## src/design/stfs_pkg.sv

```systemverilog
// Shared types and constants for the session table with free-slot stack.
package stfs_pkg;

  localparam int Slots = 64;
  localparam int OrderW = 64;

  typedef enum logic [1:0] {
    CmdLookup  = 2'd0,
    CmdAlloc   = 2'd1,
    CmdRelease = 2'd2
  } cmd_e;

  typedef enum logic [1:0] {
    StatOk       = 2'd0,
    StatNotFound = 2'd1,
    StatFull     = 2'd2
  } status_e;

  typedef enum logic [1:0] {
    StIdle,
    StExec,
    StScan,
    StWait
  } state_e;

  typedef struct packed {
    logic [1:0]  command;
    logic [31:0] client_addr;
    logic [15:0] client_port;
    logic [5:0]  release_slot;
  } in_t;

  typedef struct packed {
    logic [1:0] status;
    logic [5:0] slot;
    logic [6:0] active_count;
  } out_t;

  typedef struct packed {
    logic              tok;
    logic              hit;
    logic [OrderW-1:0] order;
  } scan_t;

  typedef struct packed {
    logic alloc;
    logic release_en;
  } slot_op_t;

  typedef struct packed {
    logic push;
    logic pop;
  } stk_op_t;

endpackage

```

## src/design/stfs_stack_cell.sv

```systemverilog
// One entry of the shifting free-slot stack.
module stfs_stack_cell #(
  parameter int IW   = 6,
  parameter int INIT = 0
) (
  input  logic               clk_i,
  input  logic               rst_ni,
  input  stfs_pkg::stk_op_t  op_i,
  input  logic [IW-1:0]      above_i,
  input  logic [IW-1:0]      below_i,
  output logic [IW-1:0]      entry_o
);

  logic [IW-1:0] entry_q, entry_d;

  always_comb begin
    entry_d = entry_q;
    if (op_i.push) begin
      entry_d = above_i;
    end else if (op_i.pop) begin
      entry_d = below_i;
    end
  end

  always_ff @(posedge clk_i or negedge rst_ni) begin
    if (!rst_ni) begin
      entry_q <= IW'(INIT);
    end else begin
      entry_q <= entry_d;
    end
  end

  assign entry_o = entry_q;

endmodule

```

## config.mk

```make
export PLATFORM = sky130hd
export DESIGN_NAME = stfs_stack_cell
export DESIGN_NICKNAME = d
export VERILOG_FILES = /design/src/design/stfs_pkg.sv /design/src/design/stfs_stack_cell.sv
export SDC_FILE = /design/constraint.sdc
export NUM_CORES = 1
export LEC_CHECK = 0
export BUFFER_PORTS_ARGS = -buffer_cell sky130_fd_sc_hd__buf_2
export CAP_MARGIN = 20
export CORE_AREA = 2 2 39 41
export CTS_BUF_LIST = sky130_fd_sc_hd__clkbuf_8
export DETAILED_ROUTE_END_ITERATION = 8
export DIE_AREA = 0 0 41 43
export PLACE_DENSITY = 0.56
export SETUP_SLACK_MARGIN = 0.4
export SYNTH_ARGS = -nofsm -noshare
export SYNTH_HDL_FRONTEND = slang
export SYNTH_SLANG_ARGS = --single-unit
```

## constraint.sdc

```tcl
create_clock -name clk_i -period 0.8 [get_ports clk_i]
set_input_delay 0.04 -clock clk_i [delete_from_list [all_inputs] [get_ports clk_i]]
set_output_delay 0.04 -clock clk_i [all_outputs]
set_load 0.03 [all_outputs]
```

==> summary.md, run 1 <==
| Metric | Value |
|---|---|
| Die Ht | `43 um` |
| Power density cells | `2120 mW/mm^2` |
| CP Class | `reg2out` |
| Crit-path cells | `buf_6` |
| Die area | `0.00176 mm^2` |
| Sw Ratio | `25.0%` |
| Power consumption | `1.03 mW` |
| CP arrival | `0.76 ns` |
| Slowest library cell on the worst path | `dfrtp_2` |
| Flop pwr share | `34.9%` |
| Clock power share | `43.4%` |
| Starting Density | `20.2%` |
| Max VDD drop | `0.000735 V` |
| Combinational share of power | `21.7%` |
| Fmax | `1250 MHz` |
| Status | `finished with violations` |
| DRT iter0 DRCs | `4` |
| Vias/cell | `4.03` |
| CTS Buf Count | `3` |
| Post-DP HPWL | `493 um` |
| Grt ovf | `0` |
| Crit Path Max Fanout | `2` |
| Placer's final routability congestion estimate | `0.555` |
| Register area share after synthesis | `53.8%` |
| Nets | `67` |
| Hold/Removal Path Class | `in2reg` |
| Via count | `262` |
| DRT Pass-1 Iters | `4` |
| Share of layout cells above drive strength 1 | `61.2%` |
| Share of the synthesized area in the top cell type | `53.8%` |
| All-Layer GR Usage | `9.58%` |
| Hold Vio Cnt, Final | `0` |
| Antenna Nets Post-Route | `0` |
| Relative slew margins | `87.3%` |
| Core Box Area | `0.00138 mm^2` |
| CP top delay family | `flip-flops` |
| Worst skew pair latency | `0.22 ns` |
| Worst-path clk slew | `0.04 ns` |
| Final core occ | `35.0%` |
| Sw Pwr | `0.256 mW` |
| Post-Syn Area | `279 um^2` |
| Minimum clock period | `0.802 ns` |
| CTS Buffer Depth | `2` |
| R2r startpoint | `entry_o[2]$_DFFE_PN0P_` |
| PortBufs | `21` |
| Initial antenna violation count | `0` |
| Post-Route WL | `625 um` |
| # IOs | `22` |
| Post-synth EDFFs | `0` |
| Setup violators final | `1` |
| First-pass GRT wire length | `1.05 mm` |
| Violated checks | `negative setup slack` |
| CP required | `0.76 ns` |
| Net Count, Synth | `42` |
| CP startpoint | `entry_o[3]$_DFFE_PN0P_` |
| Static Leak | `0.243 nW` |
| H-tree levels | `1` |
| # rows | `14` |
| Most frequent cells after synthesis | `dfrtp_1 (6), mux2i_1 (6), nand2_1 (6), o21ai_1 (6)` |
| Startpoint Class | `register` |
| Crit. End Element | `primary output` |
| Clk root buf | `clkbuf_8` |
| Ys async rst share | `100%` |
| Average wire per standard cell | `9.62 um` |
| Post-Syn Instances | `26` |
| Largest net degree at the start of global routing | `13` |
| Largest area contributor in the netlist | `dfrtp_1` |
| Period utilisation layout | `100%` |
| RSZ-0062 raised after global routing | `yes` |
| Synth Area per Inst | `10.7 um^2` |
| Slew @ Worst Pin | `0.190 ns` |
| Worst path bufs/invs | `1` |
| Synth area leaders | `dfrtp_1 (54%), mux2i_1 (22%), o21ai_1 (11%)` |
| Ant diodes | `0` |
| Unique masters post-synth | `6` |
| Max_cap viols | `0` |
| Slowest stage delay, CP | `0.40 ns` |
| Synthesis Warnings | `0` |
| Chip width | `41 um` |
| Max FFs per register | `6` |
| Pins over their slew limit | `0` |
| Post-synth top flop | `dfrtp_1` |
| Hold path startpoint | `above_i[3]` |
| CTS tree | `done` |
| Flop and latch count out of synthesis | `6` |
| Internal | `0.769 mW` |
| Synth-to-layout area growth | `73.5%` |
| Layout Skew | `0 ns` |
| # DRC | `0` |
| Vias in the first global route | `283` |
| CTS sink count | `6` |
| Final worst slack | `-0.00230 ns` |
[cell usage in the layout (no fill, tap or decap)]
master	Yosys	final
dlygate4sd3_1	0	1
o21ai_1	6	6
buf_2	0	15
dfrtp_2	0	6
clkbuf_8	0	3
mux2i_1	6	6
buf_6	1	6
nand2_1	6	6
[timing repair]
| action | in CTS | in global routing |
|---|---|---|
| gates resized for setup | 12 | 0 |
| setup endpoints to repair | 12 | 12 |
| setup buffers | 0 | 0 |
| hold buffers | 1 | 0 |
| hold endpoints to repair | 6 | 0 |
[power groups by stage]
stage	clock, mW	sequential (mW)	combinational [mW]
3_5_place_dp	0	0.355	0.189
2_1_floorplan	0	0.414	0.0575
6_report	0.445	0.358	0.223
3_3_place_gp	0	0.353	0.188
4_1_cts	0.466	0.358	0.227
5_1_grt	0.498	0.361	0.245
[metal layers]
metal	track usage, %	part of all wire, %	vias up
li1	-	-	135
met1	11.1	39	109
met2	13.4	47	18
met3	4.71	13	0
met4	6.00	0	0
met5	0	0	-
[kinds of logic after synthesis]
| group | Yosys count | synth area share [%] |
|---|---|---|
| AO/OA/AOI/OAI | 6 | 10.8 |
| buffers and inverters | 2 | 5.83 |
| flip-flops | 6 | 53.8 |
| multiplexers | 6 | 21.5 |
| AND/OR/NAND/NOR | 6 | 8.07 |
[stage by stage]
stage	std cells	instance area [um^2]	worst slack, ns	TNS, ns	hold WS [ns]
CTS	65	484	-0.00778	-0.0112	0.0276
floorplan	26	287	0.0251	0	-0.256
detailed placement	61	395	0.0675	0	-0.126
global route	65	484	-0.0312	-0.108	0.0477
finish	65	484	-0.00230	-0.00230	0.0308
global placement	61	395	0.0988	0	-0.125
[path summary, 6_finish.rpt]
kind	end	slack (ns)	cells after the start
max	entry_o[3]	-0.002	1
min reg2reg	entry_o[1]$_DFFE_PN0P_	0.56	2
max in group asynchronous	entry_o[5]$_DFFE_PN0P_	0.47	2
max reg2reg	entry_o[2]$_DFFE_PN0P_	0.07	2
min in group asynchronous	entry_o[1]$_DFFE_PN0P_	0.17	2
min	entry_o[3]$_DFFE_PN0P_	0.03	3
[layout make-up]
class | count | area (um^2)
multi-input cells | 18 | 113
fillers | 143 | 900
well taps | 16 | 20.0
clock buffers | 3 | 41.3
repair buffers | 22 | 153
flip-flops and latches | 6 | 158
(Power assumes the default switching activity.)
==> run 2, diff against run 1 <==
--- a/config.mk
+++ b/config.mk
@@ -11,7 +11,6 @@
 export CTS_BUF_LIST = sky130_fd_sc_hd__clkbuf_8
 export DETAILED_ROUTE_END_ITERATION = 8
 export DIE_AREA = 0 0 41 43
-export PLACE_DENSITY = 0.56
 export SETUP_SLACK_MARGIN = 0.4
 export SYNTH_ARGS = -nofsm -noshare
 export SYNTH_HDL_FRONTEND = slang
==> run 2 against run 1 <==
  * The flow still finishes with violations (negative setup slack)
  * Clock power about the same
  * Clock skew unchanged
  * Critical path depth unchanged
==> summary.md, run 2 (same netlist as run 1, synthesis figures left out) <==
| Metric | Value |
|---|---|
| Starting Density | `20.2% (unchanged)` |
| Initial antenna violation count | `0 (unchanged)` |
| Average wire per standard cell | `10.2 um (+6.6%)` |
| Minimum clock period | `0.803 ns (+0.000570 ns)` |
| Fmax | `1250 MHz (about the same)` |
| Largest net degree at the start of global routing | `13 (unchanged)` |
| Crit-path cells | `buf_6` |
| Placed cell areas | `395 um^2 (unchanged)` |
| WHS | `0.0300 ns (-0.000714 ns)` |
| Hold/Removal Path Class | `in2reg` |
| PortBufs | `21 (unchanged)` |
| Max VDD drop | `0.000764 V (+4.0%)` |
| Layout Skew | `0 ns (unchanged)` |
| All-Layer GR Usage | `10.5% (+0.93 points)` |
| Max_cap viols | `0 (unchanged)` |
| Die area | `0.00176 mm^2 (unchanged)` |
| CP required | `0.76 ns (about the same)` |
| CTS Buffer Depth | `2 (unchanged)` |
| Startpoint Class | `register` |
| DRT Pass-1 Iters | `2 (-2)` |
| Flop pwr share | `34.8% (about the same)` |
| Slew @ Worst Pin | `0.199 ns (+0.00857 ns)` |
| Ant diodes | `0 (unchanged)` |
| CP Class | `reg2out` |
| Vias in the first global route | `255 (-9.9%)` |
| Placer's final routability congestion estimate | `0.572 (+3.2%)` |
| Chip width | `41 um (unchanged)` |
| Combinational share of power | `21.8% (about the same)` |
| DRT iter0 DRCs | `2 (-2)` |
| Final worst slack | `-0.00287 ns (-0.000570 ns)` |
| Crit. End Element | `primary output` |
| Die Ht | `43 um (unchanged)` |
| Clock power share | `43.4% (about the same)` |
| Power consumption | `1.03 mW (+0.14%)` |
| Slowest stage delay, CP | `0.40 ns (about the same)` |
| # IOs | `22 (unchanged)` |
| Max FFs per register | `6 (unchanged)` |
| CTS Buf Count | `3 (unchanged)` |
| Post-route cell area | `484 um^2 (unchanged)` |
| Post-DP HPWL | `499 um (+1.2%)` |
| Violated checks | `negative setup slack` |
| Vias/cell | `4.18 (+3.8%)` |
| Pins over their slew limit | `0 (unchanged)` |
| Status | `finished with violations` |
| Sw Ratio | `25.1% (+0.098 points)` |
| H-tree levels | `1 (unchanged)` |
| Power density cells | `2120 mW/mm^2 (+0.14%)` |
| Share of layout cells above drive strength 1 | `61.2% (unchanged)` |
| CP top delay family | `flip-flops` |
| Post-Route WL | `666 um (+6.6%)` |
| Hold Vio Cnt, Final | `0 (unchanged)` |
| # rows | `14 (unchanged)` |
| Grt ovf | `0 (unchanged)` |
| Internal | `0.769 mW (about the same)` |
| Setup WS pre-CTS | `0.0833 ns (+0.0158 ns)` |
| Crit Path Max Fanout | `2 (unchanged)` |
| Static Leak | `0.243 nW (unchanged)` |
| Sw Pwr | `0.257 mW (+0.53%)` |
| Setup violators final | `1 (unchanged)` |
| Antenna Nets Post-Route | `0 (unchanged)` |
| Core Box Area | `0.00138 mm^2 (unchanged)` |
| TNS Setup | `-0.00287 ns (-0.000570 ns)` |
| First-pass GRT wire length | `1.14 mm (+8.6%)` |
| Period utilisation layout | `100% (about the same)` |
| Clk root buf | `clkbuf_8` |
| CTS sink count | `6 (unchanged)` |
| # DRC | `0 (unchanged)` |
| Nets | `67 (unchanged)` |
| Via count | `272 (+3.8%)` |
| Synth-to-layout area growth | `73.5% (unchanged)` |
| Worst path bufs/invs | `1 (unchanged)` |
| Commonest non-fill, non-tap cell in the layout | `buf_2` |
| Slowest library cell on the worst path | `dfrtp_2` |
| Relative slew margins | `86.7% (-0.57 points)` |
| CP arrival | `0.76 ns (about the same)` |
| CTS tree | `done` |
| Worst-path clk slew | `0.04 ns (about the same)` |
| RSZ-0062 raised after global routing | `yes` |
| Worst skew pair latency | `0.21 ns (about the same)` |
[run 2: worst min-delay path: cells and delay by family]
family                 cells  cell delay (ns)
AOI/OAI and AO/OA          1             0.06
buffers and inverters      1             0.07
and+or+nand+nor            1             0.04
[run 2: power groups by stage]
stage	Clock (mW)	Sequential, mW	Combinational [mW]
final	0.446	0.357	0.223
after global routing	0.486	0.362	0.243
after CTS	0.466	0.358	0.227
after detailed placement	0	0.354	0.190
after global placement	0	0.353	0.187
after floorplan	0	0.414	0.0575
[run 2: routing by layer]
metal / global-route usage [%] / vias up / part of all wire (%)
met4: 10.0 / 0 / 1.2
met1: 13.1 / 122 / 43
met3: 3.14 / 2 / 7.5
met5: 0 / - / 0
met2: 13.4 / 13 / 48
li1: - / 135 / -
[run 2: timing repair]
action,in CTS,in global routing
hold buffers,1,0
resized for setup,12,0
setup endpoints to repair,12,12
buffers inserted,0,0
endpoints found under the hold margin,6,0
[run 2: layout make-up]
| cell class | count | area [um^2] |
|---|---|---|
| clock buffer | 3 | 41.3 |
| timing repair buffer | 22 | 153 |
| sequential | 6 | 158 |
| tap | 16 | 20.0 |
| multi-input combinational | 18 | 113 |
| fill | 144 | 900 |
[run 2: through the flow]
stage / utilization (%) / std cells
4_1_cts: 35.0 / 65
2_1_floorplan: - / 26
6_report: 35.0 / 65
3_3_place_gp: 28.6 / 61
3_5_place_dp: 28.6 / 61
5_1_grt: 35.0 / 65
[run 2: final timing paths]
kind | end | startpoint | slack, ns | depth (start not counted)
hold / removal | entry_o[4]$_DFFE_PN0P_ | above_i[4] | 0.03 | 3
setup / recovery | entry_o[5] | entry_o[5]$_DFFE_PN0P_ | -0.003 | 1
min in group asynchronous | entry_o[3]$_DFFE_PN0P_ | rst_ni | 0.18 | 2
setup reg to reg | entry_o[1]$_DFFE_PN0P_ | entry_o[1]$_DFFE_PN0P_ | 0.07 | 2
hold reg to reg | entry_o[2]$_DFFE_PN0P_ | entry_o[2]$_DFFE_PN0P_ | 0.56 | 2
max in group asynchronous | entry_o[0]$_DFFE_PN0P_ | rst_ni | 0.46 | 2
