## config.mk

```make
export PLATFORM = sky130hd
export DESIGN_NAME = stfs_slot_cell
export DESIGN_NICKNAME = d
export VERILOG_FILES = /design/src/design/stfs_pkg.sv /design/src/design/stfs_slot_cell.sv
export SDC_FILE = /design/constraint.sdc
export NUM_CORES = 1
export LEC_CHECK = 0
export BUFFER_PORTS_ARGS = -buffer_cell sky130_fd_sc_hd__buf_2
export CORE_MARGIN = 8
export CORE_UTILIZATION = 49
export DETAILED_ROUTE_END_ITERATION = 6
export HOLD_SLACK_MARGIN = 0.15
export PLACE_DENSITY = 0.84
export SETUP_SLACK_MARGIN = 0.2
export SKIP_CTS_REPAIR_TIMING = 1
export SLEW_MARGIN = 15
export SYNTH_ARGS = -nofsm -noshare
export SYNTH_HDL_FRONTEND = slang
export SYNTH_SLANG_ARGS = --single-unit
```

## constraint.sdc

```tcl
create_clock -name clk_i -period 3.1 [get_ports clk_i]
set_clock_uncertainty 0.05 [all_clocks]
set_input_delay 0.31 -clock clk_i [delete_from_list [all_inputs] [get_ports clk_i]]
set_output_delay 0.31 -clock clk_i [all_outputs]
set_load 0.01 [all_outputs]
```

## src/design/stfs_pkg.sv

```systemverilog
// Shared types and constants for the session table with free-slot stack.
package stfs_pkg;

  localparam int Slots = 64;
  localparam int OrderW = 64;

  typedef enum logic [1:0] {
    CmdLookup  = 2'd0,
    CmdAlloc   = 2'd1,
    CmdRelease = 2'd2
  } cmd_e;

  typedef enum logic [1:0] {
    StatOk       = 2'd0,
    StatNotFound = 2'd1,
    StatFull     = 2'd2
  } status_e;

  typedef enum logic [1:0] {
    StIdle,
    StExec,
    StScan,
    StWait
  } state_e;

  typedef struct packed {
    logic [1:0]  command;
    logic [31:0] client_addr;
    logic [15:0] client_port;
    logic [5:0]  release_slot;
  } in_t;

  typedef struct packed {
    logic [1:0] status;
    logic [5:0] slot;
    logic [6:0] active_count;
  } out_t;

  typedef struct packed {
    logic              tok;
    logic              hit;
    logic [OrderW-1:0] order;
  } scan_t;

  typedef struct packed {
    logic alloc;
    logic release_en;
  } slot_op_t;

  typedef struct packed {
    logic push;
    logic pop;
  } stk_op_t;

endpackage

```

## src/design/stfs_slot_cell.sv

```systemverilog
// One session slot: stored key and order, plus one stage of the lookup scan chain.
module stfs_slot_cell #(
  parameter int IW  = 6,
  parameter int IDX = 0
) (
  input  logic                        clk_i,
  input  logic                        rst_ni,
  input  stfs_pkg::slot_op_t          op_i,
  input  logic [IW-1:0]               wr_idx_i,
  input  logic [31:0]                 wr_addr_i,
  input  logic [15:0]                 wr_port_i,
  input  logic [stfs_pkg::OrderW-1:0] wr_order_i,
  input  logic [31:0]                 key_addr_i,
  input  logic [15:0]                 key_port_i,
  input  stfs_pkg::scan_t             scan_i,
  input  logic [IW-1:0]               best_i,
  output stfs_pkg::scan_t             scan_o,
  output logic [IW-1:0]               best_o,
  output logic                        valid_o
);

  logic                        valid_q, valid_d;
  logic [31:0]                 addr_q;
  logic [15:0]                 port_q;
  logic [stfs_pkg::OrderW-1:0] order_q;
  logic                        tok_q;
  logic                        hit_q;
  logic [stfs_pkg::OrderW-1:0] best_order_q;
  logic [IW-1:0]               best_q;
  logic                        sel;
  logic                        match;

  assign sel = (wr_idx_i == IW'(IDX));

  always_comb begin
    valid_d = valid_q;
    if (op_i.alloc && sel) begin
      valid_d = 1'b1;
    end else if (op_i.release_en && sel) begin
      valid_d = 1'b0;
    end
  end

  assign match = valid_q && (addr_q == key_addr_i) && (port_q == key_port_i) &&
                 (!scan_i.hit || (order_q < scan_i.order));

  always_ff @(posedge clk_i or negedge rst_ni) begin
    if (!rst_ni) begin
      valid_q <= 1'b0;
      tok_q   <= 1'b0;
    end else begin
      valid_q <= valid_d;
      tok_q   <= scan_i.tok;
    end
  end

  always_ff @(posedge clk_i) begin
    if (op_i.alloc && sel) begin
      addr_q  <= wr_addr_i;
      port_q  <= wr_port_i;
      order_q <= wr_order_i;
    end
    if (match) begin
      hit_q        <= 1'b1;
      best_order_q <= order_q;
      best_q       <= IW'(IDX);
    end else begin
      hit_q        <= scan_i.hit;
      best_order_q <= scan_i.order;
      best_q       <= best_i;
    end
  end

  assign scan_o.tok   = tok_q;
  assign scan_o.hit   = hit_q;
  assign scan_o.order = best_order_q;
  assign best_o       = best_q;
  assign valid_o      = valid_q;

endmodule

```

==> metrics.log, run 1 <==
[metrics] result of the run: completed
[metrics] area overhead of the layout relative to synthesis: 55.03%
[metrics] most frequent standard cell in the layout excluding fill and tap cells: sky130_fd_sc_hd__buf_2
[metrics] max_cap viols: 0
[metrics] wire length reported by the detailed router: 27730 µm
[metrics] Setup TNS: 0 ns
[metrics] row cnt: 47
[metrics] CP required: 3.36 ns
[metrics] net count of the mapped netlist: 881
[metrics] unrepaired setup endpoints after global routing: false
[metrics] I/O pin count: 315
[metrics] overall die height: 145.0 µm
[metrics] crit path capture type: register
[metrics] share of synthesized area spent on multiplexers: 11.79%
[metrics] Core Footprint: 16410 µm²
[metrics] count of flip-flops with a built-in enable after synthesis: 112
[metrics] Post-Synthesis Cell Area: 8153 µm²
[metrics] H-tree lvl count: 4
[metrics] Worst Hold Class: primary input to async pin
[metrics] Post-Synth Adder-Cell Area: 9.669%
[metrics] via count: 6773
[metrics] Final Wtd Congestion: 0.8012
[metrics] M1 GR Usage: 19.11%
[metrics] Sinks on Clock Net: 185
[metrics] global routing met2 resource utilization: 36.03%
[metrics] Static Leakage: 5.943 nW
[metrics] placed wire-length estimate after detailed placement: 17500 µm
[metrics] horizontal extent of the die: 145.0 µm
[metrics] largest family of logic cells by synthesized area: multiplexers
[metrics] compound-cell area share of the yosys netlist: 5.525%
[metrics] total of warnings raised by yosys: 0
[metrics] r2r startpoint: order_q[21]
[metrics] highest net fanout along the worst path: 26
[metrics] worst slew pin tran: 0.5063 ns
[metrics] ratio of cells with drive above 1 in the final layout: 39.32%
[metrics] First-pass DRT Iterations: 5
[metrics] Max IR drop VDD: 0.3887 mV
[metrics] sequential fraction of the synthesis area: 59.30%
[metrics] first-pass GRT wire length: 32120 µm
[metrics] Final ANT Viol Nets: 0
[metrics] number of buffers added on ports: 314
[metrics] post-synthesis instance total: 576
[metrics] met3 Track Usage GR: 8.675%
[metrics] Max-slew headroom: 66.24%
[metrics] critical setup path kind: primary input to register
[metrics] die area: 21020 µm²
[metrics] crit path DAT: 3.06 ns
[metrics] count of final hold-check violations: 0
[metrics] Inserted Clock Buffers: 17
[metrics] area after detailed placement: 10050 µm²
[metrics] largest net degree at the start of global routing: 34
[metrics] number of synthesized register bits: 185
[metrics] total chip power: 5.595 mW
[metrics] cell chosen for the clock root: sky130_fd_sc_hd__clkbuf_16
[metrics] proportion of register bits with asynchronous set or reset after synthesis: 1.081%
[metrics] via count of the first global-routing pass: 6321
[metrics] Final Critical Period: 2.804 ns
[metrics] drt via density: 5.051
[metrics] antenna violations before repair: 8
[metrics] Max Clk Rate: 356.6 MHz
[metrics] ys flop type: sky130_fd_sc_hd__edfxtp_1
[metrics] launching element of the worst setup path: scan_i[11]
[metrics] Congestion Overflow GR: 0
[metrics] layout filler cell count: 887
[metrics] register clock-pin slew on the reported worst setup and hold paths: 0.07 ns
[metrics] Setup Viol. Count Final: 0
[metrics] post-layout instance area: 12640 µm²
[metrics] Starting Density: 49.69%
[metrics] xor/xnor cell area share of the yosys netlist: 3.653%
[metrics] CTS tree: built
[metrics] multi-input combinational cell area: 2979 µm²
[metrics] most used cells in the layout excluding fill and tap cells: sky130_fd_sc_hd__buf_2 (314), sky130_fd_sc_hd__dlygate4sd3_1 (186), sky130_fd_sc_hd__edfxtp_1 (112)
[metrics] maximum clock path buffer count: 2
[metrics] number of nets in the finished design: 1406
[metrics] power density over cell area: 442.7 nW/µm²
[metrics] WL/cell: 20.67 µm
[metrics] drc violations: 0
[metrics] flip-flop and latch area: 4835 µm²
[metrics] total count of max-transition violations in the final report: 0
[metrics] Synth Area in Simple Gates: 5.510%
[metrics] later-pin clock latency in the skew report: 0.43 ns
[metrics] gr usage total: 19.46%
[metrics] average cell area after synthesis: 14.15 µm²
[metrics] drt first-iter violations: 295
[metrics] final clock period utilization by the worst path: 90.45%
[metrics] Critical Path Source Type: primary input
[metrics] unique cell type count in the Yosys netlist: 42
[metrics] global-route layer with the greatest usage: met2
==> cell usage after synthesis, drive strengths merged (4+ instances only) <==
library cell | instances | area (µm²)
a21oi | 24 | 120.1
buf | 9 | 93.84
xnor2 | 8 | 70.07
edfxtp | 112 | 3363
nand2b | 4 | 25.02
a21o | 7 | 52.55
a211oi | 5 | 37.54
ha | 63 | 788.3
dfxtp | 71 | 1421
o2111ai | 4 | 52.56
inv | 74 | 277.8
xor2 | 26 | 227.7
mux2 | 64 | 960.9
nor4 | 9 | 62.56
nor3 | 6 | 30.03
nand3 | 4 | 20.02
and2 | 8 | 50.05
nand4 | 13 | 81.33
o21ai | 11 | 55.05
nand2 | 17 | 63.81
nor2 | 8 | 30.03
==> path summary, 6_finish.rpt <==
kind / to / slack (ns) / cells past startpoint
max: best_order_q[56] / 0.30 / 14
min: valid_o / 0.19 / 2
max reg2reg: best_order_q[56] / 0.33 / 11
min reg2reg: best_order_q[19] / 0.46 / 1
max in group asynchronous: tok_q / 2.71 / 2
min in group clk_i: valid_o / 0.25 / 4
==> sequential cells by signal, summed over array words and instances (netlist names) <==
| signal | cells |
|---|---|
| addr_q | 32 |
| best_o | 6 |
| best_order_q | 64 |
| hit_q | 1 |
| order_q | 64 |
| port_q | 16 |
| tok_q | 1 |
| valid_o | 1 |
==> kinds of logic after synthesis <==
kind of cell	Yosys count
flops	185
buf+inv	83
simple gates	80
compound gates	67
mux	64
fa+ha+maj	63
xor+xnor	34
==> stage by stage <==
| step | utilization [%] | setup WS, ns | hold WS [ns] | instances |
|---|---|---|---|---|
| finish | 77.04 | 0.2960 | 0.1912 | 1341 |
| global route | 77.04 | 0.1516 | 0.1664 | 1341 |
| CTS | 64.91 | 0.2218 | -0.3994 | 1144 |
| detailed placement | 61.28 | 0.1794 | 0.05244 | 1112 |
| global placement | 61.28 | 0.2188 | 0.05134 | 1112 |
| floorplan | - | 0.4301 | -0.03559 | 576 |
==> final cells by class <==
class,count,share of cell area [%]
sequential,185,38.25
timing repair buffer,515,28.95
multi-input combinational,308,23.57
clock buffer,18,3.395
inverter,74,2.198
tap,220,2.178
clock inverter,14,1.317
antenna,7,0.1386
==> worst max-delay path, stage by stage <==
cell	delay, ns
sky130_fd_sc_hd__dlygate4sd3_1	0.55
sky130_fd_sc_hd__buf_2	0.12
sky130_fd_sc_hd__inv_1	0.04
sky130_fd_sc_hd__ha_1	0.28
sky130_fd_sc_hd__nand2_1	0.08
sky130_fd_sc_hd__nor3_2	0.23
sky130_fd_sc_hd__nand3_1	0.10
sky130_fd_sc_hd__a21oi_1	0.20
sky130_fd_sc_hd__a211oi_2	0.07
sky130_fd_sc_hd__buf_4	0.15
sky130_fd_sc_hd__o2111ai_4	0.21
sky130_fd_sc_hd__buf_12	0.17
sky130_fd_sc_hd__buf_12	0.21
sky130_fd_sc_hd__mux2_4	0.32
==> layer usage <==
layer  wire, µm  share of wire (%)
met1       9622                 35
met3       2298                8.3
met2      15020                 54
met5         12              0.043
met4        767                2.8
==> power by group <==
group,internal [mW],switching (mW)
sequential,2.67,0.0231
combinational,0.424,0.282
clock,1.21,0.989
total,4.30,1.29
(Power assumes the default switching activity.)
==> inputs of run 2 (changes only) <==
CORE_UTILIZATION = 32   (was 49)
PLACE_DENSITY = 0.6   (was 0.84)
==> run 2 against run 1 <==
Sequential power about the same. First-iteration DRC count down 23%. Global-route usage down 6.1 points. Setup slack worse by 0.028 ns. Register-to-register slack worse by 0.02 ns. Clock power down 3%. Clock-buffer cell count up 1. Non-clock buffer count up 4. Critical endpoint is now best_order_q[60]. Largest power group unchanged.
==> metrics.log, run 2 (synthesized netlist as in run 1, its figures left out) <==
[metrics] Starting Density: 32.47% (-17 points)
[metrics] later-pin clock latency in the skew report: 0.43 ns (about the same)
[metrics] Final ANT Viol Nets: 0 (unchanged)
[metrics] most used cells in the layout excluding fill and tap cells: sky130_fd_sc_hd__buf_2 (314), sky130_fd_sc_hd__dlygate4sd3_1 (187), sky130_fd_sc_hd__edfxtp_1 (112)
[metrics] max_cap viols: 0 (unchanged)
[metrics] Final Wtd Congestion: 0.7897 (-1.4%)
[metrics] number of nets in the finished design: 1410 (+0.28%)
[metrics] highest net fanout along the worst path: 16 (-38%)
[metrics] final clock period utilization by the worst path: 91.34% (+0.89 points)
[metrics] crit path DAT: 3.09 ns (+0.03 ns)
[metrics] I/O pin count: 315 (unchanged)
[metrics] row cnt: 58 (+23%)
[metrics] overall die height: 175.6 µm (+21%)
[metrics] HP Start: wr_idx_i[1]
[metrics] die area: 30840 µm² (+47%)
[metrics] Congestion Overflow GR: 0 (unchanged)
[metrics] cell chosen for the clock root: sky130_fd_sc_hd__clkbuf_16
[metrics] Max IR drop VDD: 0.2518 mV (-35%)
[metrics] Static Leakage: 5.957 nW (+0.24%)
[metrics] end-of-flow core utilization: 51.16% (-26 points)
[metrics] most frequent standard cell in the layout excluding fill and tap cells: sky130_fd_sc_hd__buf_2
[metrics] horizontal extent of the die: 175.6 µm (+21%)
[metrics] Worst Hold Depth: 4
[metrics] area after detailed placement: 10160 µm² (+1.0%)
[metrics] crit path capture type: register
[metrics] Sinks on Clock Net: 185 (unchanged)
[metrics] Hold Path Sink: valid_o
[metrics] r2r worst-path depth: 11 (unchanged)
[metrics] Setup Viol. Count Final: 0 (unchanged)
[metrics] total count of max-transition violations in the final report: 0 (unchanged)
[metrics] WL/cell: 16.72 µm (-19%)
[metrics] result of the run: completed
[metrics] power density over cell area: 428.0 nW/µm² (-3.3%)
[metrics] largest registers: best_order_q: 64 flops, order_q: 64 flops, addr_q: 32 flops
[metrics] largest net degree at the start of global routing: 44 (+29%)
[metrics] Setup TNS: 0 ns (unchanged)
[metrics] count of final hold-check violations: 0 (unchanged)
[metrics] drc violations: 0 (unchanged)
[metrics] First-pass DRT Iterations: 4 (-1)
[metrics] maximum clock path buffer count: 2 (unchanged)
[metrics] Core Footprint: 25110 µm² (+53%)
[metrics] Final Critical Period: 2.832 ns (+0.02760 ns)
[metrics] drt first-iter violations: 226 (-23%)
[metrics] antenna violations before repair: 4 (-4)
[metrics] drt via density: 4.333 (-14%)
[metrics] CP required: 3.35 ns (about the same)
[metrics] area overhead of the layout relative to synthesis: 57.57%
[metrics] Max-slew headroom: 66.83% (+0.58 points)
[metrics] minimum setup slack among reg-to-reg paths: 0.31 ns (-0.02 ns)
[metrics] H-tree lvl count: 4 (unchanged)
[metrics] critical setup path kind: primary input to register
[metrics] unrepaired setup endpoints after global routing: false
[metrics] Max Clk Rate: 353.2 MHz (-0.97%)
[metrics] Critical Path Source Type: primary input
[metrics] via count of the first global-routing pass: 5913 (-6.5%)
[metrics] via count: 6279 (-7.3%)
[metrics] worst flop-to-flop path endpoint: best_order_q[3]
[metrics] number of buffers added on ports: 314 (unchanged)
[metrics] post-layout instance area: 12850 µm² (+1.6%)
[metrics] CTS tree: built
[metrics] worst slew pin tran: 0.4851 ns (-0.02126 ns)
[metrics] placed wire-length estimate after detailed placement: 17340 µm (-0.97%)
[metrics] first-pass GRT wire length: 31400 µm (-2.2%)
[metrics] ratio of cells with drive above 1 in the final layout: 40.07% (+0.75 points)
[metrics] Worst Hold Class: primary input to register
[metrics] r2r startpoint: order_q[25]
[metrics] gr usage total: 13.40% (-6.1 points)
[metrics] Inserted Clock Buffers: 17 (unchanged)
[metrics] wire length reported by the detailed router: 24230 µm (-13%)
[metrics] register clock-pin slew on the reported worst setup and hold paths: 0.07 ns (about the same)
-- run 2: changes by cell type in the layout (fill, tap and decap cells not counted), sizes merged --
cell / previous run / this run
clkinv: 3 / 1
buf: 327 / 329
bufinv: 2 / 1
inv: 78 / 81
clkbuf: 20 / 22
clkinvlp: 5 / 4
diode: 7 / 1
dlygate4sd3: 186 / 187
-- run 2: worst max-delay path by stage --
| stage | from | to | slack (ns) | cells after the start |
|---|---|---|---|---|
| global placement | scan_i[25] | best_order_q[37] | 0.07 | 12 |
| finish | scan_i[23] | best_order_q[60] | 0.27 | 13 |
| floorplan | order_q[25] | best_order_q[0] | 0.43 | 9 |
| global route | order_q[25] | best_order_q[30] | 0.15 | 11 |
| CTS | order_q[25] | best_order_q[36] | 0.17 | 10 |
| detailed placement | scan_i[27] | best_order_q[36] | 0.12 | 12 |
-- run 2: layout make-up --
| class | instances | area [µm²] |
|---|---|---|
| Clock buffer | 19 | 432.9 |
| Fill cell | 2164 | 12260 |
| Sequential cell | 185 | 4835 |
| Antenna cell | 1 | 2.502 |
| Multi-Input combinational cell | 308 | 3052 |
| Timing Repair Buffer | 519 | 3700 |
| Inverter | 74 | 277.8 |
| Tap cell | 330 | 412.9 |
| Clock inverter | 13 | 133.9 |
-- run 2: per-layer routing --
metal  vias up  GRT usage [%]  wire [µm]
li1       3130              -          -
met3        37          6.721       1946
met1      2872          13.67       9103
met5         -              0         40
met4         6          5.016        515
met2       234          23.20      12620
-- run 2: report_power, final --
part	switching, mW	internal, mW	total [mW]
clock network	1.00	1.13	2.13
registers	0.0207	2.66	2.69
logic	0.255	0.424	0.679
total	1.27	4.22	5.50
-- run 2: stage by stage --
step	total power [mW]	instances	hold WS, ns	worst slack (ns)
after floorplan	2.949	576	-0.03559	0.4301
final	5.498	1449	0.1811	0.2684
after global placement	3.215	1219	0.04658	0.06957
after global routing	5.740	1449	0.1995	0.1517
after detailed placement	3.223	1219	0.04860	0.1217
after CTS	5.382	1251	-0.4186	0.1703
-- run 2: critical path, stage by stage --
cell and delay [ns]:
sky130_fd_sc_hd__dlygate4sd3_1 0.53, sky130_fd_sc_hd__buf_2 0.13, sky130_fd_sc_hd__inv_1 0.04, sky130_fd_sc_hd__ha_1 0.29, sky130_fd_sc_hd__nand4_1 0.17, sky130_fd_sc_hd__nor2_1 0.29, sky130_fd_sc_hd__nand3_1 0.10, sky130_fd_sc_hd__a21oi_1 0.16
sky130_fd_sc_hd__a211oi_2 0.09, sky130_fd_sc_hd__o2111ai_4 0.34, sky130_fd_sc_hd__buf_6 0.16, sky130_fd_sc_hd__buf_12 0.17, sky130_fd_sc_hd__mux2_4 0.31
==> inputs of run 3 (changes only) <==
CELL_PAD_IN_SITES_DETAIL_PLACEMENT = 1   (was unset)
CELL_PAD_IN_SITES_GLOBAL_PLACEMENT = 1   (was unset)
PLACE_DENSITY = 0.73   (was 0.6)
==> run 3 against run 2 <==
Total power rose by 2.8%. Sequential power about the same. Cell count shrank 0.14%. Sequential share of layout area grew 0.059 points. Clock-buffer cell count did not move. Non-clock buffer count is 4 lower. Via count increased by 4.1%. Worst hold slack improved by 0.056 ns. First-iteration DRC count up 17%. Critical endpoint is now best_order_q[63]. Largest power group unchanged.
==> metrics.log, run 3 (synthesized netlist as in run 1, its figures left out) <==
[metrics] Worst Setup Slack, final: 0.2541 ns (-0.01431 ns)
[metrics] end-of-flow core utilization: 51.08% (-0.080 points)
[metrics] number of buffers added on ports: 314 (unchanged)
[metrics] first-pass GRT wire length: 34840 µm (+11%)
[metrics] crit path capture type: register
[metrics] global-route layer with the greatest usage: met2
[metrics] horizontal extent of the die: 175.6 µm (unchanged)
[metrics] wire length reported by the detailed router: 28580 µm (+18%)
[metrics] WL/cell: 19.75 µm (+18%)
[metrics] Sinks on Clock Net: 185 (unchanged)
[metrics] met3 Track Usage GR: 6.463% (-0.26 points)
[metrics] CTS tree: built
[metrics] Final Wtd Congestion: 0.8404 (+6.4%)
[metrics] count of final hold-check violations: 0 (unchanged)
[metrics] drc violations: 0 (unchanged)
[metrics] highest net fanout along the worst path: 9 (-7)
[metrics] Starting Density: 32.47% (unchanged)
[metrics] Setup Slack @ Placement: 0.08821 ns (-0.03348 ns)
[metrics] ratio of cells with drive above 1 in the final layout: 39.59% (-0.48 points)
[metrics] die area: 30840 µm² (unchanged)
[metrics] worst slew pin tran: 0.4271 ns (-0.05796 ns)
[metrics] power density over cell area: 440.8 nW/µm² (+3.0%)
[metrics] maximum clock path buffer count: 2 (unchanged)
[metrics] drt via density: 4.517 (+4.2%)
[metrics] antenna violations before repair: 3 (-1)
[metrics] largest registers: best_order_q: 64 flops, order_q: 64 flops, addr_q: 32 flops
[metrics] H-tree lvl count: 4 (unchanged)
[metrics] register clock-pin slew on the reported worst setup and hold paths: 0.08 ns (about the same)
[metrics] total chip power: 5.654 mW (+2.8%)
[metrics] First-pass DRT Iterations: 4 (unchanged)
[metrics] number of nets in the finished design: 1406 (-0.28%)
[metrics] via count of the first global-routing pass: 6410 (+8.4%)
[metrics] crit path DAT: 3.10 ns (about the same)
[metrics] unrepaired setup endpoints after global routing: false
[metrics] M1 GR Usage: 15.45% (+1.8 points)
[metrics] gr usage total: 14.83% (+1.4 points)
[metrics] total count of max-transition violations in the final report: 0 (unchanged)
[metrics] CP required: 3.36 ns (about the same)
[metrics] via count: 6536 (+4.1%)
[metrics] result of the run: completed
[metrics] global routing met2 resource utilization: 26.53% (+3.3 points)
[metrics] Inserted Clock Buffers: 17 (unchanged)
[metrics] Max-slew headroom: 70.79% (+4.0 points)
[metrics] Setup TNS: 0 ns (unchanged)
[metrics] Final Critical Period: 2.846 ns (+0.01431 ns)
[metrics] largest net degree at the start of global routing: 70 (+59%)
[metrics] row cnt: 58 (unchanged)
[metrics] Core Footprint: 25110 µm² (unchanged)
[metrics] Congestion Overflow GR: 0 (unchanged)
[metrics] Final ANT Viol Nets: 0 (unchanged)
[metrics] Critical Path Source Type: primary input
[metrics] cell chosen for the clock root: sky130_fd_sc_hd__clkbuf_16
[metrics] Static Leakage: 5.968 nW (+0.17%)
[metrics] max_cap viols: 0 (unchanged)
[metrics] area overhead of the layout relative to synthesis: 57.32%
[metrics] drt first-iter violations: 265 (+17%)
[metrics] most frequent standard cell in the layout excluding fill and tap cells: sky130_fd_sc_hd__buf_2
[metrics] Max IR drop VDD: 0.3339 mV (+33%)
[metrics] most used cells in the layout excluding fill and tap cells: sky130_fd_sc_hd__buf_2 (314), sky130_fd_sc_hd__dlygate4sd3_1 (187), sky130_fd_sc_hd__edfxtp_1 (112)
[metrics] minimum setup slack among reg-to-reg paths: 0.26 ns (-0.05 ns)
[metrics] final clock period utilization by the worst path: 91.80% (+0.46 points)
[metrics] overall die height: 175.6 µm (unchanged)
[metrics] Setup Viol. Count Final: 0 (unchanged)
[metrics] Worst Hold Class: primary input to register
[metrics] Max Clk Rate: 351.4 MHz (-0.50%)
[metrics] I/O pin count: 315 (unchanged)
[metrics] placed wire-length estimate after detailed placement: 18950 µm (+9.3%)
[metrics] later-pin clock latency in the skew report: 0.43 ns (about the same)
[metrics] critical setup path kind: primary input to register
==> run 3: cell count changes in the layout (fill, tap and decap cells not counted), sizes merged <==
cell,change
inv,-1
bufinv,+1
clkinvlp,-3
buf,-4
diode,+2
clkinv,+3
==> run 3: worst paths after layout <==
| kind | cells after the start | from | to |
|---|---|---|---|
| max | 14 | scan_i[40] | best_order_q[63] |
| min | 4 | wr_idx_i[0] | valid_o |
| max reg2reg | 11 | order_q[41] | best_order_q[63] |
| min reg2reg | 1 | order_q[0] | best_order_q[0] |
| max in group asynchronous | 3 | rst_ni | tok_q |
| min in group asynchronous | 3 | rst_ni | valid_o |
==> run 3: final cells by class <==
cell class,count,area (µm²)
fill,2664,12280
sequential,185,4835
timing repair buffer,515,3671
multi-input combinational,308,3020
clock buffer,19,442.9
tap,330,412.9
inverter,74,277.8
clock inverter,13,158.9
antenna,3,7.507
==> run 3: critical path: stages <==
cell                            delay (ns)
sky130_fd_sc_hd__dlygate4sd3_1        0.52
sky130_fd_sc_hd__buf_2                0.11
sky130_fd_sc_hd__inv_1                0.04
sky130_fd_sc_hd__ha_1                 0.19
sky130_fd_sc_hd__a21oi_1              0.18
sky130_fd_sc_hd__nor2_1               0.06
sky130_fd_sc_hd__a211oi_1             0.28
sky130_fd_sc_hd__o21ai_0              0.13
sky130_fd_sc_hd__o311ai_1             0.30
sky130_fd_sc_hd__buf_4                0.17
sky130_fd_sc_hd__o2111ai_4            0.13
sky130_fd_sc_hd__buf_12               0.20
sky130_fd_sc_hd__clkbuf_16            0.18
sky130_fd_sc_hd__mux2_4               0.30
==> run 3: stage by stage <==
stage	hold WS, ns	cells	instance area, µm²
CTS	-0.4183	1250	10750
global route	0.2336	1446	12820
detailed placement	0.04997	1218	10150
global placement	0.05011	1218	10150
finish	0.2371	1447	12830
floorplan	-0.03559	576	8155
==> run 3: power by group <==
group / internal [mW] / switching (mW) / leakage (nW)
Sequential: 2.66 / 0.0227 / 1.63
Combinational: 0.424 / 0.272 / 4.04
Clock: 1.24 / 1.03 / 0.295
Total: 4.33 / 1.33 / 5.97
==> run 3: routing by layer <==
layer  wire length, µm  part of all wire, %
met5                13                0.045
met4               403                  1.4
met3              2075                  7.3
met2             15590                   55
met1             10490                   37
